**src/countdown_timer_with_presets_defines.svh**
```systemverilog
// Assertion macros for the countdown timer with presets.
// Included by the top level; expects clk and rst_n in scope.
`ifndef COUNTDOWN_TIMER_WITH_PRESETS_DEFINES_SVH
`define COUNTDOWN_TIMER_WITH_PRESETS_DEFINES_SVH
`ifndef SYNTHESIS
`define CDT_ASSERT_NOW(lbl, ante, cons, msg) \
  lbl: assert property (@(posedge clk) disable iff (!rst_n) (ante) |-> (cons)) \
    else $error(msg);
`define CDT_ASSERT_NEXT(lbl, ante, cons, msg) \
  lbl: assert property (@(posedge clk) disable iff (!rst_n) (ante) |=> (cons)) \
    else $error(msg);
`else
`define CDT_ASSERT_NOW(lbl, ante, cons, msg)
`define CDT_ASSERT_NEXT(lbl, ante, cons, msg)
`endif
`endif

```
**src/cdt_pkg.sv**
```systemverilog
// Package for the countdown timer with presets: widths, register indexes,
// reset values, mode encodings and the mode code function. No dependencies.
package cdt_pkg;

  localparam int FP_W       = 17;
  localparam int TPS_W      = 4;
  localparam int BLINK_W    = 4;
  localparam int CFG_DATA_W = 17;
  localparam int CFG_IDX_W  = 2;
  localparam int MODE_W     = 3;

  localparam int SECONDS_BITS_DEF = 17;
  localparam int PHASE_BITS_DEF   = 4;

  localparam logic [CFG_IDX_W-1:0] CFG_FULL_PERIOD      = 2'd0;
  localparam logic [CFG_IDX_W-1:0] CFG_TICKS_PER_SECOND = 2'd1;
  localparam logic [CFG_IDX_W-1:0] CFG_BLINK_ON_TICKS   = 2'd2;

  localparam logic [FP_W-1:0]    FULL_PERIOD_RST = 17'd86400;
  localparam logic [TPS_W-1:0]   TPS_RST         = 4'd10;
  localparam logic [BLINK_W-1:0] BLINK_RST       = 4'd5;

  localparam logic [FP_W-1:0] STEP_HOUR = 17'd3600;
  localparam logic [FP_W-1:0] STEP_MIN  = 17'd60;

  localparam logic [MODE_W-1:0] MODE_CODE_HOUR  = 3'd0;
  localparam logic [MODE_W-1:0] MODE_CODE_MIN   = 3'd1;
  localparam logic [MODE_W-1:0] MODE_CODE_SEC   = 3'd2;
  localparam logic [MODE_W-1:0] MODE_CODE_RUN   = 3'd3;
  localparam logic [MODE_W-1:0] MODE_CODE_PAUSE = 3'd4;
  localparam logic [MODE_W-1:0] MODE_CODE_END   = 3'd5;

  typedef enum logic [5:0] {
    MODE_HOUR  = 6'b000001,
    MODE_MIN   = 6'b000010,
    MODE_SEC   = 6'b000100,
    MODE_RUN   = 6'b001000,
    MODE_PAUSE = 6'b010000,
    MODE_END   = 6'b100000
  } mode_t;

  function automatic logic [MODE_W-1:0] mode_code(input mode_t m);
    logic [MODE_W-1:0] c;
    case (m)
      MODE_HOUR:  c = MODE_CODE_HOUR;
      MODE_MIN:   c = MODE_CODE_MIN;
      MODE_SEC:   c = MODE_CODE_SEC;
      MODE_RUN:   c = MODE_CODE_RUN;
      MODE_PAUSE: c = MODE_CODE_PAUSE;
      default:    c = MODE_CODE_END;
    endcase
    return c;
  endfunction

endpackage

```
**src/countdown_timer_with_presets.sv**
```systemverilog
// Top level of the countdown timer with presets: tick update, preset
// stepping, modulus reduction sequencer and a two-entry result buffer.
// Depends on cdt_pkg and countdown_timer_with_presets_defines.svh.
//
//   channel  direction  handshake          payload
//   in       input      in_valid/in_ready  four button levels
//   out      output     out_valid/out_ready mode, times, alarm, blank
//   cfg      input      cfg_wr_en          cfg_index, cfg_wdata
//
// Each tick transfer's result is registered into the result buffer, so
// one tick per cycle is sustained while no pass runs and the buffer has room.
// A write of a nonzero full_period starts a reduction pass in the
// shift-subtract lanes; in_ready is low during the pass.
// The result buffer holds two entries; in_ready falls when both are full.
// Reset is synchronous and active low; no pass runs after reset.
`include "countdown_timer_with_presets_defines.svh"

module countdown_timer_with_presets
  import cdt_pkg::*;
#(
  parameter int SECONDS_BITS = SECONDS_BITS_DEF,
  parameter int PHASE_BITS   = PHASE_BITS_DEF
) (
  input  logic                    clk,
  input  logic                    rst_n,
  input  logic                    in_valid,
  output logic                    in_ready,
  input  logic                    in_start_set_pressed,
  input  logic                    in_field_reset_pressed,
  input  logic                    in_up_run_pressed,
  input  logic                    in_down_lap_pressed,
  output logic                    out_valid,
  input  logic                    out_ready,
  output logic [MODE_W-1:0]       out_mode_now,
  output logic [SECONDS_BITS-1:0] out_remaining_seconds,
  output logic [SECONDS_BITS-1:0] out_lap_seconds,
  output logic [SECONDS_BITS-1:0] out_preset_seconds,
  output logic                    out_alarm_on,
  output logic                    out_field_blank,
  input  logic                    cfg_wr_en,
  input  logic [CFG_IDX_W-1:0]    cfg_index,
  input  logic [CFG_DATA_W-1:0]   cfg_wdata
);

  localparam int DIV_BITS = (SECONDS_BITS > FP_W) ? SECONDS_BITS : FP_W;
  localparam int CNT_W    = $clog2(DIV_BITS + 1);
  localparam int CMP_W    = (PHASE_BITS > TPS_W) ? PHASE_BITS : TPS_W;
  localparam int RES_W    = MODE_W + 3 * SECONDS_BITS + 2;
  localparam int LANES    = 3;

  logic [FP_W-1:0]    full_period_r;
  logic [TPS_W-1:0]   tps_r;
  logic [BLINK_W-1:0] blink_r;

  logic [PHASE_BITS-1:0]   phase_r;
  mode_t                   mode_r;
  logic [SECONDS_BITS-1:0] remaining_r;
  logic [SECONDS_BITS-1:0] lap_r;
  logic [SECONDS_BITS-1:0] preset_r;
  logic [3:0]              prev_r;

  logic [FP_W-1:0] pm_r;
  logic [FP_W-1:0] up_hr_r;
  logic [FP_W-1:0] up_mn_r;
  logic [FP_W-1:0] up_sc_r;
  logic [FP_W-1:0] dn_hr_r;
  logic [FP_W-1:0] dn_mn_r;
  logic [FP_W-1:0] dn_sc_r;

  logic                busy_r;
  logic [CNT_W-1:0]    cnt_r;
  logic [DIV_BITS-1:0] dvd_r [LANES];
  logic [FP_W-1:0]     rem_r [LANES];
  logic [FP_W:0]       lane_sub [LANES];

  logic [RES_W-1:0] main_r;
  logic [RES_W-1:0] skid_r;
  logic             main_v_r;
  logic             skid_v_r;

  logic                    push;
  logic                    pop;
  logic                    period_wr;
  logic [3:0]              cur;
  logic [3:0]              rel;
  logic [PHASE_BITS-1:0]   ph_inc;
  logic                    sec_done;
  logic [PHASE_BITS-1:0]   phase_nxt;
  mode_t                   mode_a;
  mode_t                   mode_b;
  mode_t                   mode_nxt;
  logic [SECONDS_BITS-1:0] rem_a;
  logic [SECONDS_BITS-1:0] remaining_nxt;
  logic [SECONDS_BITS-1:0] lap_nxt;
  logic [SECONDS_BITS-1:0] preset_nxt;
  logic [FP_W-1:0]         pm_nxt;
  logic                    editing;
  logic                    req_any;
  logic                    act_up;
  logic                    act_dn;
  logic [FP_W-1:0]         up_sel;
  logic [FP_W-1:0]         dn_sel;
  logic [FP_W-1:0]         addend;
  logic [FP_W:0]           step_sum;
  logic [FP_W:0]           step_wrap;
  logic [FP_W-1:0]         step_res;
  logic                    alarm_nxt;
  logic                    blank_nxt;
  logic [RES_W-1:0]        res_nxt;

  assign in_ready  = !busy_r && !skid_v_r;
  assign push      = in_valid && in_ready;
  assign pop       = main_v_r && out_ready;
  assign period_wr = cfg_wr_en && (cfg_index == CFG_FULL_PERIOD);

  always_comb begin
    cur = {in_down_lap_pressed, in_up_run_pressed, in_field_reset_pressed,
           in_start_set_pressed};
    rel = prev_r & ~cur;

    ph_inc    = phase_r + 1'b1;
    sec_done  = CMP_W'(ph_inc) >= CMP_W'(tps_r);
    phase_nxt = sec_done ? '0 : ph_inc;
    mode_a    = mode_r;
    rem_a     = remaining_r;
    if (sec_done && mode_r == MODE_RUN) begin
      if (remaining_r == '0) begin
        mode_a = MODE_END;
      end else begin
        rem_a = remaining_r - 1'b1;
      end
    end

    editing = (mode_a == MODE_HOUR) || (mode_a == MODE_MIN) || (mode_a == MODE_SEC);
    req_any = rel[0] || (rel[1] && !editing);
    act_up  = rel[2] && !req_any;
    act_dn  = rel[3] && !req_any;

    mode_b = mode_a;
    if (rel[1] && !rel[0] && editing) begin
      case (mode_a)
        MODE_HOUR: mode_b = MODE_MIN;
        MODE_MIN:  mode_b = MODE_SEC;
        default:   mode_b = MODE_HOUR;
      endcase
    end

    mode_nxt = mode_b;
    if (act_up && !editing) begin
      case (mode_b)
        MODE_RUN:   mode_nxt = MODE_PAUSE;
        MODE_PAUSE: mode_nxt = MODE_RUN;
        default:    mode_nxt = mode_b;
      endcase
    end

    // Up and down in the same tick cancel, leaving the reduced preset.
    case (mode_b)
      MODE_HOUR: begin
        up_sel = up_hr_r;
        dn_sel = dn_hr_r;
      end
      MODE_MIN: begin
        up_sel = up_mn_r;
        dn_sel = dn_mn_r;
      end
      default: begin
        up_sel = up_sc_r;
        dn_sel = dn_sc_r;
      end
    endcase
    addend    = (act_up && act_dn) ? '0 : (act_up ? up_sel : dn_sel);
    step_sum  = {1'b0, pm_r} + {1'b0, addend};
    step_wrap = (step_sum >= {1'b0, full_period_r}) ?
                (step_sum - {1'b0, full_period_r}) : step_sum;
    step_res  = (full_period_r == '0) ? '0 : step_wrap[FP_W-1:0];

    preset_nxt = preset_r;
    pm_nxt     = pm_r;
    if (editing && (act_up || act_dn)) begin
      preset_nxt = SECONDS_BITS'(step_res);
      pm_nxt     = FP_W'(SECONDS_BITS'(step_res));
    end

    lap_nxt       = lap_r;
    remaining_nxt = rem_a;
    if (act_dn && !editing) begin
      lap_nxt = rem_a;
    end

    if (req_any) begin
      phase_nxt     = '0;
      lap_nxt       = '0;
      remaining_nxt = preset_r;
      mode_nxt      = (rel[0] && !editing) ? MODE_HOUR : MODE_PAUSE;
    end

    alarm_nxt = (mode_nxt == MODE_END) && (CMP_W'(phase_nxt) <= CMP_W'(blink_r));
    blank_nxt = ((mode_nxt == MODE_HOUR) || (mode_nxt == MODE_MIN) ||
                 (mode_nxt == MODE_SEC)) && (CMP_W'(phase_nxt) > CMP_W'(blink_r));
    res_nxt   = {mode_code(mode_nxt), remaining_nxt, lap_nxt, preset_nxt,
                 alarm_nxt, blank_nxt};
  end

  always_comb begin
    for (int i = 0; i < LANES; i++) begin
      lane_sub[i] = {rem_r[i], dvd_r[i][DIV_BITS-1]};
      if (lane_sub[i] >= {1'b0, full_period_r}) begin
        lane_sub[i] = lane_sub[i] - {1'b0, full_period_r};
      end
    end
  end

  always_ff @(posedge clk) begin
    if (!rst_n) begin
      full_period_r <= FULL_PERIOD_RST;
      tps_r         <= TPS_RST;
      blink_r       <= BLINK_RST;
      phase_r       <= '0;
      mode_r        <= MODE_PAUSE;
      remaining_r   <= '0;
      lap_r         <= '0;
      preset_r      <= '0;
      prev_r        <= '0;
      pm_r          <= '0;
      up_hr_r       <= STEP_HOUR;
      up_mn_r       <= STEP_MIN;
      up_sc_r       <= FP_W'(1);
      dn_hr_r       <= FULL_PERIOD_RST - STEP_HOUR;
      dn_mn_r       <= FULL_PERIOD_RST - STEP_MIN;
      dn_sc_r       <= FULL_PERIOD_RST - FP_W'(1);
      busy_r        <= 1'b0;
      cnt_r         <= '0;
    end else begin
      if (push) begin
        phase_r     <= phase_nxt;
        mode_r      <= mode_nxt;
        remaining_r <= remaining_nxt;
        lap_r       <= lap_nxt;
        preset_r    <= preset_nxt;
        pm_r        <= pm_nxt;
        prev_r      <= cur;
      end

      if (busy_r) begin
        if (cnt_r == CNT_W'(DIV_BITS)) begin
          pm_r    <= rem_r[0];
          up_hr_r <= rem_r[1];
          up_mn_r <= rem_r[2];
          dn_hr_r <= full_period_r - rem_r[1];
          dn_mn_r <= full_period_r - rem_r[2];
          busy_r  <= 1'b0;
        end else begin
          cnt_r <= cnt_r + 1'b1;
        end
      end

      if (cfg_wr_en) begin
        case (cfg_index)
          CFG_FULL_PERIOD: begin
            full_period_r <= cfg_wdata;
            busy_r        <= (cfg_wdata != '0);
            cnt_r         <= '0;
            up_sc_r       <= (cfg_wdata == FP_W'(1)) ? '0 : FP_W'(1);
            dn_sc_r       <= (cfg_wdata == FP_W'(1)) ? FP_W'(1) : cfg_wdata - 1'b1;
          end
          CFG_TICKS_PER_SECOND: tps_r   <= cfg_wdata[TPS_W-1:0];
          CFG_BLINK_ON_TICKS:   blink_r <= cfg_wdata[BLINK_W-1:0];
          default: ;
        endcase
      end
    end
  end

  // Shift-subtract remainder lanes: reduced preset, hour step, minute step.
  always_ff @(posedge clk) begin
    if (period_wr) begin
      dvd_r[0] <= DIV_BITS'(preset_r);
      dvd_r[1] <= DIV_BITS'(STEP_HOUR);
      dvd_r[2] <= DIV_BITS'(STEP_MIN);
      for (int i = 0; i < LANES; i++) begin
        rem_r[i] <= '0;
      end
    end else if (busy_r && cnt_r != CNT_W'(DIV_BITS)) begin
      for (int i = 0; i < LANES; i++) begin
        rem_r[i] <= lane_sub[i][FP_W-1:0];
        dvd_r[i] <= dvd_r[i] << 1;
      end
    end
  end

  always_ff @(posedge clk) begin
    if (!rst_n) begin
      main_v_r <= 1'b0;
      skid_v_r <= 1'b0;
    end else begin
      if (pop) begin
        if (skid_v_r) begin
          skid_v_r <= 1'b0;
        end else begin
          main_v_r <= push;
        end
      end else if (push) begin
        if (!main_v_r) begin
          main_v_r <= 1'b1;
        end else begin
          skid_v_r <= 1'b1;
        end
      end
    end
  end

  always_ff @(posedge clk) begin
    if (pop && skid_v_r) begin
      main_r <= skid_r;
    end else if (push && (pop || !main_v_r)) begin
      main_r <= res_nxt;
    end
    if (push && main_v_r && !pop) begin
      skid_r <= res_nxt;
    end
  end

  assign out_valid             = main_v_r;
  assign out_mode_now          = main_r[RES_W-1 -: MODE_W];
  assign out_remaining_seconds = main_r[2 + 3 * SECONDS_BITS - 1 -: SECONDS_BITS];
  assign out_lap_seconds       = main_r[2 + 2 * SECONDS_BITS - 1 -: SECONDS_BITS];
  assign out_preset_seconds    = main_r[2 + SECONDS_BITS - 1 -: SECONDS_BITS];
  assign out_alarm_on          = main_r[1];
  assign out_field_blank       = main_r[0];

  `CDT_ASSERT_NOW(a_pass_blocks_input, busy_r, !in_ready, "tick accepted during reduction pass")
  `CDT_ASSERT_NOW(a_skid_needs_main, skid_v_r, main_v_r, "skid entry without main entry")
  `CDT_ASSERT_NEXT(a_pass_go, period_wr && |cfg_wdata, busy_r && cnt_r == '0, "pass did not start")
  `CDT_ASSERT_NOW(a_mode_onehot, 1'b1, $onehot(mode_r), "mode register not one-hot")
  `CDT_ASSERT_NOW(a_alarm_end, alarm_nxt, mode_nxt == MODE_END && !blank_nxt, "alarm outside end")

endmodule
```
**config.mk**
```make
export PLATFORM = sky130hd
export DESIGN_NAME = countdown_timer_with_presets
export DESIGN_NICKNAME = d
export VERILOG_FILES = /design/src/cdt_pkg.sv /design/src/countdown_timer_with_presets.sv
export VERILOG_INCLUDE_DIRS = /design/src /design/src/src
export SDC_FILE = /design/constraint.sdc
export NUM_CORES = 1
export LEC_CHECK = 0
export BUFFER_PORTS_ARGS = -buffer_cell sky130_fd_sc_hd__clkbuf_2
export CORE_MARGIN = 1.5
export CORE_UTILIZATION = 63
export DETAILED_ROUTE_END_ITERATION = 8
export GPL_TIMING_DRIVEN = 0
export PLACE_DENSITY = 0.89
export SYNTH_ARGS = -nofsm -noshare
export SYNTH_HDL_FRONTEND = slang
export SYNTH_SLANG_ARGS = --single-unit
export TNS_END_PERCENT = 1
```
**constraint.sdc**
```tcl
create_clock -name clk -period 8.18 [get_ports clk]
set_input_delay 0.818 -clock clk [delete_from_list [all_inputs] [get_ports clk]]
set_output_delay 0.818 -clock clk [all_outputs]
set_load 0.1 [all_outputs]
```
Word level (Yosys, flattened, before mapping)
Memory sizes are Yosys's and may differ from the RTL's.
Cells that the tools add are included.
- add/sub/neg operators: 11
- $mul: 0
- divide/modulo/power cells: 0
- $lt $le $gt $ge: 7
- equal/unequal tests: 20
- shift operators: 0
- muxes and demuxes: 56
- bitwise operators: 9
- reductions and logical operators: 49
- operators with widths (operator ; number):
    two-way mux 17 bit ; 24
    two-way mux 56 bit ; 2
    subtractor 17 bit ; 6
    greater-or-equal comparator 18 x 17 -> 1 bit ; 4
    one-hot mux 17 bit (2 select lines) ; 2
    zero test 17 bit ; 2
    subtractor 17 x 1 -> 17 bit, second input constant ; 2
    two-way mux 6 bit ; 5
    two-way mux 5 bit ; 5
    logical AND 1 bit ; 22
    adder 17 x 17 -> 18 bit ; 1
    equality test 6 x 1 -> 1 bit, second input constant ; 3
    equality test 6 x 2 -> 1 bit, second input constant ; 3
    equality test 6 x 4 -> 1 bit, second input constant ; 3
    equality test 17 x 1 -> 1 bit, second input constant ; 1
    nonzero test 17 bit ; 1
    one-hot mux 3 bit (5 select lines) ; 1
    two-way mux 1 bit ; 13
    equality test 6 x 3 -> 1 bit, second input constant ; 2
    equality test 6 x 5 -> 1 bit, second input constant ; 2
    one-hot mux 6 bit (2 select lines) ; 1
    AND reduction 2 bit ; 6
    two-way mux 4 bit ; 2
    zero test 1 bit ; 7
    other kinds (20) ; 32
- bits in registers: 329
- bits in latches: 0
- memory bits (writable): 102
- bits in read-only memories: 0
- input port bits: 28
- output and inout bits: 58
- word-level logic and storage cells: 176
- memories: 2
- memories (name ; words ; bits a word ; rd ports ; clocked after Yosys merged registers in ; write ports ; line ; source):
    dvd_r ; 3 ; 17 ; 3 ; 0 ; 3 ; countdown_timer_with_presets.sv:72 ; logic [DIV_BITS-1:0] dvd_r [LANES];
    rem_r ; 3 ; 17 ; 3 ; 0 ; 3 ; countdown_timer_with_presets.sv:73 ; logic [FP_W-1:0] rem_r [LANES];

Longest topological paths before layout
Gate-level depths: netlist (run 1).
- depth in word-level cells: 22
- depth in mapped cells: 30
- gate-level depth less buffers: 28

Worst setup path after synthesis (run 1)
Ideal clock, no wire load.
- path kind: register to register
- start point: register busy_r
- end point: register main_r[0], enable pin
- setup time: 0.547 ns
- data arrival time: 6.398 ns
- path slack: 1.235 ns
- stages on the path, launching flop included: 5
- clock period less this slack: 6.945 ns
- cells stage by stage: dfxtp_1 nor2_1 nand2_1 clkbuf_1 o21ai_0
- word-level cells in the longest chain between the ends: 5
- RTL lines (what ; line ; source):
    from (decl) ; countdown_timer_with_presets.sv:70 ; logic busy_r;
    from (signal assigned) ; countdown_timer_with_presets.sv:262 ; busy_r <= (cfg_wdata != '0);
    zero test 1 bit ; countdown_timer_with_presets.sv:111 ; assign in_ready = !busy_r && !skid_v_r;
    logical AND 1 bit ; countdown_timer_with_presets.sv:111 ;
    named net in_ready ; countdown_timer_with_presets.sv:27 ; output logic in_ready,
    logical AND 1 bit ; countdown_timer_with_presets.sv:112 ; assign push = in_valid && in_ready;
    logical AND 1 bit ; countdown_timer_with_presets.sv:316 ; end else if (push && (pop || !main_v_r)) begin
    nonzero test 2 bit (no line) ; -- ;
    to (signal assigned) ; countdown_timer_with_presets.sv:315 ; main_r <= skid_r;
    to (signal assigned) ; countdown_timer_with_presets.sv:317 ; main_r <= res_nxt;
    to (decl) ; countdown_timer_with_presets.sv:76 ; logic [RES_W-1:0] main_r;
The timed path passes the listed nets, and every way through them passes these cells.
A chain may end at the register's enable or synchronous reset.

Worst setup path in the final report (run 1)
- start point: register mode_r[1]
- end point: register main_r[8], data pin
- word-level cells in the longest chain between the ends: 20
- RTL lines (what ; line ; source):
    from (decl) ; countdown_timer_with_presets.sv:56 ; mode_t mode_r;
    from (signal assigned) ; countdown_timer_with_presets.sv:237 ; mode_r <= mode_nxt;
    equality test 6 x 4 -> 1 bit ; countdown_timer_with_presets.sv:126 ; if (sec_done && mode_r == MODE_RUN) begin
    logical AND 1 bit ; countdown_timer_with_presets.sv:126 ;
    two-way mux 6 bit (*) ; countdown_timer_with_presets.sv:126 ;
    branches (longest 14 deep; another with adder 17 x 17 -> 18 bit) ; -- ;
    two-way mux 17 bit (*) ; countdown_timer_with_presets.sv:180 ; if (editing && (act_up || act_dn)) begin
    named net preset_nxt[6] ; countdown_timer_with_presets.sv:95 ; logic [SECONDS_BITS-1:0] preset_nxt;
    two-way mux 56 bit (*) ; countdown_timer_with_presets.sv:316 ;
    two-way mux 56 bit (*) ; countdown_timer_with_presets.sv:314 ; if (pop && skid_v_r) begin
Mark *: on every way through the listed nets, which the timed path passes. The select of a mux whose other input is x is not followed.

==> impl_metrics.toml, run 1 <==
[run_status]
outcome = "complete, no violations"

[floorplan]
die_area_mm2 = 0.0388
start_util_pct = 64.3
core_area_mm2 = 0.0369
row_count = 70
fp.dieW_um = 197
ios = 86
die-height_um = 197

[clock_network]
clk_path_buf_depth = 3
clock_latency_ps = 590
numCtsBuffers = 43
post-cts-setup-buffers = 0
tritoncts = "done"
clkSinkCount = 408
htree_levels = 2
cts_root_buffer = "clkbuf_16"
clkSlewWorstSetupHoldPaths_ps = 60

[power_and_ir_drop]
p_switching_mw = 1.66
p_leak_nw = 10.5
power.share.combinational_pct = 20.1
pwr-share-clk_pct = 36.8
power.internal_mw = 3.66
p_per_area_mw_per_mm2 = 203
vdd_drop_max_mv = 0.206
sequentialPowerShare_pct = 43.1
p_sw_share_pct = 31.2
power_mw = 5.32

[global_route]
met2_usage_pct = 62.6
grtUsageMet3_pct = 6.62
grt_pass1_vias = 20278
grtUsageTotal_pct = 39.4
busiest_layer = "met2"
grt_antenna_before_repair = 1
grt_pass1_wl_um = 116000
use_met1_pct = 53.4
overflow = 0
grt_max_degree = 54

[synth]
synth_area_leaders = "edfxtp_1, dfxtp_1, nand2_1, ha_1, o21ai_0"
synth.distinct_cells = 78
syn-cell-area_mm2 = 0.0237
ys_async_sr_fraction_pct = 0
yosysSeqAreaShare_pct = 43.2
postSynthAreaPerCell_um2 = 9.04
synth_nets = 2790
yosys_warnings = 0
synth-main-ff-cell = "edfxtp_1"
netlist.area_leader.share_pct = 26.2
synth_edf_count = 207
netlist_instances = 2623
ys_seq_elements = 408
yosys.area.top_type = "edfxtp_1"

[timing]
fmax_mhz = 127
rsz0062_at_grt = "false"
period_needed_ps = 7860
max_slew_margin_pct = 15.5
hold_viol = 0
period_share_pct = 96.0
drv_slew = 0
holdWs_ps = 468
fin_skew_ps = 16.5
fin_ws_ps = 325
tightest_slew_ps = 1260
setup_violations = 0

[detailed_routing]
vias_per_cell = 6.52
first_iter_violations = 2254
drc = 0
drt-total-wl_um = 76300
routedWlPerCell_um = 23.2
vias = 21469
drtPass1Iterations = 6
ant_nets = 0

[placed_design]
post_dp_cell_area_mm2 = 0.0249
gp_congestion = 0.988
io_buffers = 85
pre_cts_ws_ps = -113
post-dp-hpwl_um = 57700

[setup_path]
crit_required_ps = 8510
path_buf_inv = 4
crit_family = "compound AO/OA/AOI/OAI gates"
cp-start-kind = "flip-flop"
cp-end-kind = "flip-flop"
slowest_stage = "o311ai_0"
slowest_delay_ps = 490
arrival_ps = 8180
critPathKind = "reg -> reg"
cp_max_fo = 10
r2r_slack_ps = 320

[layout]
nets = 2923
drive_gt1_share_pct = 8.53
fin_area_mm2 = 0.0263
n_fill_cell = 2746
antenna_cells = 0
areaGrowthSynthToFinish_pct = 10.8
final_util_pct = 71.3

[hold_path]
hold_path.class = "reg -> reg"

[flow_run]
cap_violations = 0
==> per-layer routing <==
metal  wire, um  vias to the layer above  share of wire [%]
met2      34000                     1310                 45
met5          0                        -                  0
met4       3590                        0                4.7
met3       8610                      216                 11
li1           -                     9713                  -
met1      30000                    10230                 39
==> worst register-to-register path: stages, from the launching register on <==
cell      delay (ps)
dfxtp_1          340
clkbuf_1         350
o21ai_0          200
o211ai_1         290
a21oi_1          310
clkbuf_2         310
nand2_1          380
clkbuf_1         440
a31oi_1          310
ha_1             330
or3_1            420
o211ai_1         300
a21boi_0         200
or2_2            300
o311ai_0         490
ha_1             390
a21o_1           140
a21oi_1           60
o21bai_1         220
nand2_1          100
and2_1           200
nand3_2          200
buf_2            330
mux2i_1          390
o21ai_0          230
mux2_2           360
==> final cells by class <==
cell class	instances	area, um^2	area share (%)
Multi-Input combinational cell	1981	12600	48.1
Inverter	111	417	1.58
Clock buffer	60	1200	4.58
Clock inverter	19	191	0.728
Sequential cell	408	10200	39.0
Timing Repair Buffer	89	500	1.90
Tap cell	504	631	2.40
Buffer	122	462	1.76
==> power groups by stage <==
stage	Sequential [mW]	Clock, mW	Combinational, mW
floorplan	2.48	0	0.608
global placement	2.34	0	1.01
detailed placement	2.33	0	1.04
CTS	2.29	1.96	1.05
global route	2.30	2.03	1.15
finish	2.30	1.96	1.07
==> metrics by stage <==
stage	std cells	TNS, ps
3_3_place_gp	3212	0
4_1_cts	3295	0
3_5_place_dp	3216	-439
2_1_floorplan	2623	0
6_report	3294	0
5_1_grt	3294	0
==> cells in the mapped netlist (33+ instances only) <==
cell type,instances
nor2_1,160
inv_1,111
nor3_1,49
a21boi_0,80
xnor2_1,75
a21oi_1,133
edfxtp_1,207
o21ai_0,151
and2_1,57
nand3_1,73
nor2b_1,33
nand2_1,444
clkbuf_1,113
mux2i_1,39
ha_1,132
o211ai_1,65
xor2_1,43
dfxtp_1,201
==> state kept, by name, indices dropped and copies added (netlist names), 44 cells and up <==
signal / count
main_r: 56
skid_r: 56
dvd_r: 44
rem_r: 51
==> worst paths after layout <==
path                                    to  cells past startpoint  startpoint
worst max-delay path             main_r[8]                     25   mode_r[1]
worst min-delay path            up_mn_r[8]                      2  up_mn_r[8]
worst max register to register   main_r[8]                     25   mode_r[1]
worst min register to register  up_mn_r[8]                      2  up_mn_r[8]
==> placed cells by master (no fill, tap or decap), drive strengths merged, types with 30 or more instances in the layout <==
master	count
nand2	445
clkbuf	257
edfxtp	207
dfxtp	201
nor2	160
o21ai	152
a21oi	133
ha	132
inv	114
a21boi	80
xnor2	75
nand3	74
o211ai	66
and2	57
nor3	50
xor2	43
mux2i	39
nor2b	33
nand2b	30
or3	30
==> kinds of logic after synthesis <==
logic type	after synthesis	synth area share, %
AOI/OAI and AO/OA	671	18.7
xor gates and xnor gates	118	4.36
adders and majority gates	139	7.55
buffers and inverters	234	3.71
DFF	408	43.2
muxes	67	2.98
and+or+nand+nor	986	19.5
==> repair_timing <==
item | 4_1_cts | 5_1_grt
hold buffers | 0 | 0
gates resized for setup | 0 | 6
endpoints found under the setup margin | 0 | 48
No activity file was read; power rests on OpenSTA's default activity.
==> inputs of run 2 (changes only) <==
--- a/config.mk
+++ b/config.mk
@@ -7,11 +7,11 @@
 export NUM_CORES = 1
 export LEC_CHECK = 0
 export BUFFER_PORTS_ARGS = -buffer_cell sky130_fd_sc_hd__clkbuf_2
-export CORE_MARGIN = 1.5
-export CORE_UTILIZATION = 63
+export CORE_MARGIN = 5
+export CORE_UTILIZATION = 40
 export DETAILED_ROUTE_END_ITERATION = 8
 export GPL_TIMING_DRIVEN = 0
-export PLACE_DENSITY = 0.89
+export PLACE_DENSITY = 0.64
 export SYNTH_ARGS = -nofsm -noshare
 export SYNTH_HDL_FRONTEND = slang
 export SYNTH_SLANG_ARGS = --single-unit
==> impl_metrics.toml, run 2 (synthesis gave the netlist of run 1 again) <==
[timing]
fmax_mhz = 127
period_share_pct = 96.0
period_needed_ps = 7850
rsz0062_at_grt = "false"
max_slew_margin_pct = 3.08
setup_violations = 0
fin_skew_ps = 20.3
drv_slew = 0
hold_viol = 0
tightest_slew_ps = 1440
fin_setup_tns_ps = 0
holdWs_ps = 470

[layout]
register_area_mm2 = 0.0102
antenna_cells = 0
final_common_cell = "nand2_1"
multi_input_area_mm2 = 0.0126
most-common-layout-cells = "nand2_1, edfxtp_1, dfxtp_1"
fin_area_mm2 = 0.0268
largestRegisters = "main_r (56), skid_r (56), rem_r (51)"
final_util_pct = 45.5
nets = 2925
n_fill_cell = 5682
areaGrowthSynthToFinish_pct = 12.9
drive_gt1_share_pct = 8.66

[global_route]
overflow = 0
grt_max_degree = 50
grtUsageTotal_pct = 23.4
grt_pass1_wl_um = 117000
grt_antenna_before_repair = 0
grt_pass1_vias = 19727

[clock_network]
clk_path_buf_depth = 3
numCtsBuffers = 45
htree_levels = 2
tritoncts = "done"
postCtsHoldBufs = 0
clock_latency_ps = 590
clkSinkCount = 408
cts_root_buffer = "clkbuf_16"
clkSlewWorstSetupHoldPaths_ps = 60

[floorplan]
die_area_mm2 = 0.0643
core_area_mm2 = 0.0589
die-height_um = 254
start_util_pct = 40.3
ios = 86
row_count = 89
fp.dieW_um = 254

[power_and_ir_drop]
power.share.combinational_pct = 19.6
power.internal_mw = 3.79
p_sw_share_pct = 30.6
vdd_drop_max_mv = 0.143
sequentialPowerShare_pct = 42.0
p_switching_mw = 1.67
power_mw = 5.46
p_leak_nw = 10.6
pwr-share-clk_pct = 38.4
p_per_area_mw_per_mm2 = 204

[setup_path]
cp_max_fo = 10
critPathKind = "reg -> reg"
arrival_ps = 8170
cp-start-kind = "flip-flop"
crit_required_ps = 8500
cp-end-kind = "flip-flop"

[placed_design]
io_buffers = 85
post_dp_cell_area_mm2 = 0.0252
gp_congestion = 0.967
post-dp-hpwl_um = 60400

[run_status]
outcome = "complete, no violations"

[detailed_routing]
ant_nets = 0
routedWlPerCell_um = 21.7
drt-total-wl_um = 77400
first_iter_violations = 2033
vias = 20673
vias_per_cell = 5.79
drtPass1Iterations = 6
drc = 0

[hold_path]
hold_path.class = "reg -> reg"

[flow_run]
cap_violations = 0
run 2: cell types whose count changed in the layout (fill, tap and decap cells not counted), moves of 2 or more:
cell,change
clkbuf_1,-2
clkinv_2,-3
clkinv_1,+3
clkbuf_8,+4
clkbuf_16,+5
inv_6,-2
run 2: routing by layer:
metal | global-route usage [%] | part of all wire (%) | vias up
li1 | - | - | 9739
met1 | 31.7 | 43 | 9941
met2 | 38.0 | 45 | 808
met3 | 3.17 | 7.1 | 185
met4 | 9.46 | 4.7 | 0
met5 | 0 | 0 | -
run 2: layout make-up:
type,count,share of cell area [%]
buffer,122,1.72
clock buffer,66,5.12
clock inverter,18,0.626
inverter,111,1.56
multi-input combinational,1981,47.2
sequential,408,38.2
tap,773,3.61
timing repair buffer,89,1.88
run 2: power by group through the flow:
stage          clock, mW  combinational, mW  sequential, mW
6_report            2.10               1.07            2.29
3_5_place_dp           0               1.05            2.33
5_1_grt             2.21               1.15            2.30
3_3_place_gp           0               1.03            2.34
2_1_floorplan          0              0.608            2.48
4_1_cts             2.13               1.05            2.29
run 2: timing repair:
item	in CTS	in global routing
gates resized for setup	0	8
buffers inserted	0	0
setup endpoints to repair	0	45
run 2: metrics by stage:
stage,instances,worst slack (ps)
global placement,3481,-269
global route,3568,37.6
finish,3568,330
floorplan,2623,1240
detailed placement,3485,-447
CTS,3569,19.5
run 2: worst paths after layout:
path	from	end	slack [ps]	cells past startpoint
worst max-delay path	mode_r[2]	main_r[17]	330	26
worst min-delay path	up_hr_r[0]	up_hr_r[0]	470	2
worst max register to register	mode_r[2]	main_r[17]	330	26
worst min register to register	up_hr_r[0]	up_hr_r[0]	470	2
run 2: worst max-delay path, stage by stage, from the launching register on:
cell and delay (ps):
dfxtp_1 370, clkbuf_1 420, nand4b_1 190, a211oi_2 670
clkbuf_1 500, a22oi_1 150, o22ai_1 230, nor2_1 80
a31oi_1 380, ha_1 290, inv_1 70, fa_1 400
nor2b_1 200, o31a_1 220, o21a_1 140, a21oi_1 70
xnor2_1 340, ha_1 370, and3_1 190, a211oi_1 260
nand4_1 220, nand3_1 150, o22ai_1 120, o31a_1 290
o2111a_1 270, or3_1 470, o31ai_1 510
